===== config.mk =====
export PLATFORM = sky130hd
export DESIGN_NAME = max_priority_queue_unsorted
export DESIGN_NICKNAME = d
export VERILOG_FILES = /design/src/hdl/mpq_pkg.sv /design/src/hdl/mpq_ctrl.sv /design/src/hdl/mpq_dpath.sv /design/src/hdl/max_priority_queue_unsorted.sv
export SDC_FILE = /design/constraint.sdc
export NUM_CORES = 1
export LEC_CHECK = 0
export ABC_CLOCK_PERIOD_IN_PS = 6300
export BUFFER_PORTS_ARGS = -buffer_cell sky130_fd_sc_hd__buf_2
export CAP_MARGIN = 20
export CORE_UTILIZATION = 55
export CTS_BUF_LIST = sky130_fd_sc_hd__clkbuf_16
export DETAILED_ROUTE_END_ITERATION = 8
export GPL_ROUTABILITY_DRIVEN = 1
export PLACE_DENSITY = 0.72
export SLEW_MARGIN = 10
export SYNTH_ARGS = -nofsm -noshare
export SYNTH_HDL_FRONTEND = slang
export SYNTH_SLANG_ARGS = --single-unit

===== constraint.sdc =====
create_clock -name clk_i -period 6.3 [get_ports clk_i]
set_clock_uncertainty 0.1 [all_clocks]
set_input_delay 0.63 -clock clk_i [delete_from_list [all_inputs] [get_ports clk_i]]
set_output_delay 0.63 -clock clk_i [all_outputs]
set_load 0.01 [all_outputs]

===== src/hdl/mpq_pkg.sv =====
// shared constants, codes and control types for the unsorted max priority queue
package mpq_pkg;

  localparam int unsigned CAPACITY = 16;
  localparam int unsigned DATA_W   = 32;
  localparam int unsigned ADDR_W   = (CAPACITY > 1) ? $clog2(CAPACITY) : 1;
  localparam int unsigned CNT_W    = $clog2(CAPACITY + 1);
  localparam int unsigned OP_W     = 2;
  localparam int unsigned COUNT_W  = 5;
  localparam int unsigned STATUS_W = 2;

  localparam logic [OP_W-1:0] OP_PUSH = 2'd0;
  localparam logic [OP_W-1:0] OP_POP  = 2'd1;
  localparam logic [OP_W-1:0] OP_TOP  = 2'd2;

  typedef enum logic [STATUS_W-1:0] {
    ST_OK    = 2'd0,
    ST_UNDER = 2'd1,
    ST_OVER  = 2'd2
  } status_e;

  typedef enum logic [2:0] {
    S_IDLE,
    S_DECODE,
    S_SCAN,
    S_LAST,
    S_MOVE,
    S_RESULT
  } state_e;

  // controller to datapath
  typedef struct packed {
    logic capture;
    logic decode;
    logic scan;
    logic read_last;
    logic move;
    logic emit;
  } cmd_t;

  // datapath to controller
  typedef struct packed {
    logic is_scan_op;
    logic is_pop;
    logic empty;
    logic scan_done;
    logic out_free;
  } stat_t;

endpackage


===== src/hdl/mpq_ctrl.sv =====
// sequencing state machine for push, scan, move and result hand-off
module mpq_ctrl
  import mpq_pkg::*;
(
  input  logic  clk_i,
  input  logic  rst_ni,
  input  logic  in_valid_i,
  output logic  in_stall_o,
  input  stat_t stat_i,
  output cmd_t  cmd_o
);

  state_e state_q, state_d;

  always_ff @(posedge clk_i or negedge rst_ni) begin
    if (!rst_ni) begin
      state_q <= S_IDLE;
    end else begin
      state_q <= state_d;
    end
  end

  always_comb begin
    state_d = state_q;
    unique case (state_q)
      S_IDLE: begin
        if (in_valid_i) state_d = S_DECODE;
      end
      S_DECODE: begin
        if (stat_i.is_scan_op && !stat_i.empty) state_d = S_SCAN;
        else state_d = S_RESULT;
      end
      S_SCAN: begin
        if (stat_i.scan_done) state_d = stat_i.is_pop ? S_LAST : S_RESULT;
      end
      S_LAST:   state_d = S_MOVE;
      S_MOVE:   state_d = S_RESULT;
      S_RESULT: begin
        if (stat_i.out_free) state_d = S_IDLE;
      end
      default:  state_d = S_IDLE;
    endcase
  end

  always_comb begin
    cmd_o      = '0;
    in_stall_o = 1'b1;
    unique case (state_q)
      S_IDLE: begin
        in_stall_o    = 1'b0;
        cmd_o.capture = in_valid_i;
      end
      S_DECODE: cmd_o.decode    = 1'b1;
      S_SCAN:   cmd_o.scan      = 1'b1;
      S_LAST:   cmd_o.read_last = 1'b1;
      S_MOVE:   cmd_o.move      = 1'b1;
      S_RESULT: cmd_o.emit      = stat_i.out_free;
      default:  cmd_o = '0;
    endcase
  end

endmodule


===== src/hdl/mpq_dpath.sv =====
// entry store, fill count, max scan comparator and output register
module mpq_dpath
  import mpq_pkg::*;
(
  input  logic                       clk_i,
  input  logic                       rst_ni,
  input  cmd_t                       cmd_i,
  output stat_t                      stat_o,
  input  logic        [OP_W-1:0]     opcode_i,
  input  logic signed [DATA_W-1:0]   value_i,
  output logic                       out_valid_o,
  input  logic                       out_stall_i,
  output logic signed [DATA_W-1:0]   max_value_o,
  output logic        [COUNT_W-1:0]  count_o,
  output logic                       is_empty_o,
  output logic        [STATUS_W-1:0] status_o
);

  logic [DATA_W-1:0] mem_q [CAPACITY];
  logic [DATA_W-1:0] rd_data_q;

  logic [OP_W-1:0]   op_q;
  logic [DATA_W-1:0] val_q;
  logic [CNT_W-1:0]  count_q, count_d;
  logic [CNT_W-1:0]  idx_q, idx_d;
  logic [DATA_W-1:0] best_q, best_d;
  logic [ADDR_W-1:0] best_idx_q, best_idx_d;
  status_e           status_q, status_d;
  logic              out_valid_q;

  logic              is_push, is_scan_op, full, empty;
  logic              we;
  logic [ADDR_W-1:0] wr_addr, rd_addr;
  logic [DATA_W-1:0] wr_data;
  logic [CNT_W-1:0]  last_idx;
  logic [CNT_W-1:0]  prev_idx;

  assign is_push    = (op_q == OP_PUSH);
  assign is_scan_op = (op_q == OP_POP) || (op_q == OP_TOP);
  assign full       = (count_q == CNT_W'(CAPACITY));
  assign empty      = (count_q == '0);
  assign last_idx   = count_q - CNT_W'(1);
  assign prev_idx   = idx_q - CNT_W'(1);

  assign stat_o.is_scan_op = is_scan_op;
  assign stat_o.is_pop     = (op_q == OP_POP);
  assign stat_o.empty      = empty;
  assign stat_o.scan_done  = (idx_q == count_q);
  assign stat_o.out_free   = !out_valid_q || !out_stall_i;

  // store write and read port selection
  always_comb begin
    we      = 1'b0;
    wr_addr = count_q[ADDR_W-1:0];
    wr_data = val_q;
    if (cmd_i.decode && is_push && !full) begin
      we = 1'b1;
    end else if (cmd_i.move) begin
      we      = 1'b1;
      wr_addr = best_idx_q;
      wr_data = rd_data_q;
    end
  end

  always_comb begin
    if (cmd_i.read_last) rd_addr = last_idx[ADDR_W-1:0];
    else if (cmd_i.decode) rd_addr = '0;
    else rd_addr = idx_q[ADDR_W-1:0];
  end

  always_ff @(posedge clk_i) begin
    if (we) mem_q[wr_addr] <= wr_data;
    rd_data_q <= mem_q[rd_addr];
  end

  always_ff @(posedge clk_i) begin
    if (cmd_i.capture) begin
      val_q <= value_i;
    end
  end

  // control-side registers
  always_comb begin
    count_d    = count_q;
    idx_d      = idx_q;
    best_d     = best_q;
    best_idx_d = best_idx_q;
    status_d   = status_q;
    if (cmd_i.decode) begin
      status_d = ST_OK;
      idx_d    = CNT_W'(1);
      if (is_push) begin
        if (full) status_d = ST_OVER;
        else count_d = count_q + CNT_W'(1);
      end else if (is_scan_op && empty) begin
        status_d = ST_UNDER;
      end
    end
    if (cmd_i.scan) begin
      // data now at the read port belongs to entry idx_q - 1
      if (idx_q == CNT_W'(1) || $signed(rd_data_q) > $signed(best_q)) begin
        best_d     = rd_data_q;
        best_idx_d = prev_idx[ADDR_W-1:0];
      end
      if (idx_q != count_q) idx_d = idx_q + CNT_W'(1);
    end
    if (cmd_i.move) begin
      count_d = last_idx;
    end
  end

  always_ff @(posedge clk_i or negedge rst_ni) begin
    if (!rst_ni) begin
      op_q       <= OP_PUSH;
      count_q    <= '0;
      idx_q      <= '0;
      best_q     <= '0;
      best_idx_q <= '0;
      status_q   <= ST_OK;
    end else begin
      if (cmd_i.capture) op_q <= opcode_i;
      count_q    <= count_d;
      idx_q      <= idx_d;
      best_q     <= best_d;
      best_idx_q <= best_idx_d;
      status_q   <= status_d;
    end
  end

  // output register, refilled as soon as the previous item is taken
  always_ff @(posedge clk_i or negedge rst_ni) begin
    if (!rst_ni) begin
      out_valid_q <= 1'b0;
    end else if (cmd_i.emit) begin
      out_valid_q <= 1'b1;
    end else if (!out_stall_i) begin
      out_valid_q <= 1'b0;
    end
  end

  always_ff @(posedge clk_i) begin
    if (cmd_i.emit) begin
      max_value_o <= (is_scan_op && status_q == ST_OK) ? $signed(best_q) : '0;
      count_o     <= COUNT_W'(count_q);
      is_empty_o  <= empty;
      status_o    <= status_q;
    end
  end

  assign out_valid_o = out_valid_q;

endmodule


===== src/hdl/max_priority_queue_unsorted.sv =====
// top level of the unsorted max priority queue
// Holds up to 16 signed 32-bit entries in arrival order in a single-port-write
// store with a registered read port. A push, a pop or top on an empty queue, a
// push into a full queue, or opcode 3 goes from decode straight to the result
// state, which loads the output register; the next item can be accepted once
// the result state has handed off. Top walks every held entry through one
// comparator, one entry per cycle; pop then reads the last entry and writes it
// into the vacated slot before the result is loaded. Ties go to the lowest index.
// The result sits in an output register, so the next item is accepted while the
// previous result still waits; one item is worked on at a time, and an item whose
// result finds the output register still held by out_stall_i waits for as long
// as that stall lasts. No clearing pass is needed after reset.
module max_priority_queue_unsorted
  import mpq_pkg::*;
(
  input  logic                       clk_i,
  input  logic                       rst_ni,
  input  logic                       in_valid_i,
  output logic                       in_stall_o,
  input  logic        [OP_W-1:0]     opcode_i,
  input  logic signed [DATA_W-1:0]   value_i,
  output logic                       out_valid_o,
  input  logic                       out_stall_i,
  output logic signed [DATA_W-1:0]   max_value_o,
  output logic        [COUNT_W-1:0]  count_o,
  output logic                       is_empty_o,
  output logic        [STATUS_W-1:0] status_o
);

  cmd_t  cmd;
  stat_t stat;

  mpq_ctrl u_ctrl (
    .clk_i      (clk_i),
    .rst_ni     (rst_ni),
    .in_valid_i (in_valid_i),
    .in_stall_o (in_stall_o),
    .stat_i     (stat),
    .cmd_o      (cmd)
  );

  mpq_dpath u_dpath (
    .clk_i       (clk_i),
    .rst_ni      (rst_ni),
    .cmd_i       (cmd),
    .stat_o      (stat),
    .opcode_i    (opcode_i),
    .value_i     (value_i),
    .out_valid_o (out_valid_o),
    .out_stall_i (out_stall_i),
    .max_value_o (max_value_o),
    .count_o     (count_o),
    .is_empty_o  (is_empty_o),
    .status_o    (status_o)
  );

endmodule


==> results.yml <==
global_route:
  grt_pass1_vias: 16300
  antenna_found_initial: 1
  grt_pass1_wl_mm: 92.7
  grtUsageTotal_pct: 24.4
  grt_overflow: 0
  grt_max_degree: 178
finish:
  mostFrequentLayoutCells: "edfxtp_1, nand2_1, a211oi_1, nor2b_1, a21oi_1"
  drive_gt1_share_pct: 13.9
  area.growth.synth_to_final_pct: 12.7
  diodes: 0
  finalNetCount: 2096
  finalNonFillerCells: 2741
  final_common_cell: "edfxtp_1"
routing:
  wl_per_cell_um: 22.1
  drt_iter0_drc: 1855
  via_count: 16400
  vias_per_cell: 5.97
  drt-pass1-iter-count: 6
  drc: 0
  totalWireLength_mm: 60.7
  ant_nets: 0
timing:
  setup-tns-final_ns: 0
  finalSetupViolCount: 0
  max_slew.worst_pin.slew_ns: 1.18
  slew_headroom_pct: 21.3
  fmax_mhz: 264
  finalCritPeriodShare_pct: 60.1
  period_minus_slack_ns: 3.79
  rsz0062_at_grt: "no"
  hold_viol_final: 0
  slew_viol_final: 0
clock_tree:
  cts_resized: 0
  postCtsHoldBufs: 0
  clk_latency_ns: 0.60
  cts_inserted_buffers: 70
  clkSlewWorstSetupHoldPaths_ns: 0.06
  cts_root_buffer: "clkbuf_16"
  cts_tree: "built"
  cts.sinks: 670
  clock_path_buffers: 3
  post_cts_buffers: 0
  h-tree-depth: 3
yosys:
  synth-seq-cells: 670
  syn_area_mm2: 0.0272
  synth_top_flop_cell: "edfxtp_1"
  synthCells: 1963
  ys.warnings.count: 0
  syn_avg_cell_area_um2: 13.9
  synth_edf_count: 584
  synth_cell_type_count: 49
  synth_top_cells_by_area: "edfxtp_1, nand2_1, dfrtp_1"
  yosys.area.top_type_share_pct: 64.4
  yosysTopAreaCell: "edfxtp_1"
  async_flop_share_pct: 8.06
  syn_nets: 2040
  seq_area_frac_synth_pct: 71.8
flow_run:
  maxCapViolCount: 0
critical_path:
  cp-start-kind: "register"
  cp_max_fo: 177
  endpoint_kind: "register"
  required_ns: 6.64
  crit_arrival_ns: 4.13
  criticalPathCategory: "register to register"
floorplanning:
  row_count: 81
  initial_core_util_pct: 55.7
  core-area_mm2: 0.0488
  dieHeight_um: 224
  die_area_mm2: 0.0504
  io_pins: 80
  die_x_um: 224
placed_design:
  port_buffers: 79
  dp_cells: 2610
  dp_hpwl_mm: 32.7
  gp_congestion: 0.834
min_path:
  hold_path.class: "input port to async pin"
power_and_ir_drop:
  power.density_mw_per_mm2: 514
  p_leak_nw: 10.6
  ir_worst_vdd_mv: 0.437
outcome:
  status: "finished, final reports clean"
## kinds of logic (layout without fill, tap and decap cells)
logic type	after synthesis	count (layout)	share of synthesized area, %
simple gates	612	612	10.4
mux	38	38	1.94
xor+xnor	13	13	0.418
flops	670	670	71.8
fa+ha+maj	39	39	1.79
buf+inv	177	291	3.07
compound gates	414	414	10.6
## through the flow
stage | hold slack, ns | total power (W) | instance area (µm²) | setup slack, ns | utilization [%]
floorplan | 0.234 | 0.0101 | 27200 | 2.72 | -
CTS | 0.0736 | 0.0158 | 30700 | 2.59 | 62.8
detailed placement | 0.379 | 0.0116 | 28300 | 2.59 | 57.9
finish | 0.0790 | 0.0158 | 30700 | 2.51 | 62.8
global route | 0.0831 | 0.0166 | 30700 | 2.33 | 62.8
global placement | 0.375 | 0.0114 | 28300 | 2.71 | 57.9
## worst max-delay path: stages, from the launching register on
cell and delay (ns):
dfrtp_1 0.46, nand2b_1 0.43, mux2_8 1.03, buf_4 0.58, nor2b_1 0.13, a211oi_1 0.22
a31oi_1 0.07, a211oi_1 0.31, a21oi_1 0.08
## power breakdown
| part | switching (W) | internal, W |
|---|---|---|
| combinational | 0.00345 | 0.00163 |
| sequential | 0.000462 | 0.00602 |
| clock | 0.00169 | 0.00251 |
| total | 0.00561 | 0.0102 |
## metal layers
metal	GRT usage, %	up-vias	wire length (µm)
met5	0	-	0
met4	10.1	0	1800
met3	4.42	142	4980
met2	38.9	674	28700
met1	33.4	8095	25300
li1	-	7448	-
## worst paths after layout
path / from / end / slack (ns) / cells past startpoint
min in group clk_i: value_i[18] / u_dpath.val_q[18]$_DFFE_PP_ / 0.10 / 1
max: u_ctrl.state_q[2]$_DFFE_PN0P_ / u_dpath.rd_data_q[12]$_DFF_P_ / 2.51 / 8
min: rst_ni / u_dpath.best_q[21]$_DFFE_PN0P_ / 0.08 / 2
max in group asynchronous: rst_ni / u_dpath.best_q[1]$_DFFE_PN0P_ / 5.52 / 2
min reg2reg: u_dpath.rd_data_q[0]$_DFF_P_ / u_dpath.best_q[0]$_DFFE_PN0P_ / 0.39 / 1
max reg2reg: u_ctrl.state_q[2]$_DFFE_PN0P_ / u_dpath.rd_data_q[12]$_DFF_P_ / 2.51 / 8
## registers in the layout, summed over array words and instances (netlist names), 5 cells and up
signal / count
u_dpath.mem_q: 512
u_dpath.val_q: 32
u_dpath.rd_data_q: 32
u_dpath.count_q: 5
u_dpath.idx_q: 5
u_dpath.count_o: 5
u_dpath.max_value_o: 32
u_dpath.best_q: 32
## final cells by class
| class | instances | area (µm²) |
|---|---|---|
| fill | 3546 | 18200 |
| timing repair buffer | 114 | 708 |
| clock buffer | 76 | 1900 |
| clock inverter | 54 | 474 |
| multi-input combinational | 1116 | 7050 |
| tap | 664 | 831 |
| sequential | 670 | 19500 |
| inverter | 47 | 176 |
## synth_stat cells, drive strengths merged (32+ instances only)
library cell  count
a211oi          160
a21oi            85
a311oi           64
a31oi            69
and2             32
buf              56
clkbuf           74
dfrtp            54
dfxtp            32
edfxtp          584
ha               39
inv              47
mux2             34
nand2           377
nor2b           123
Note: power is estimated with default switching activity, not from simulation.
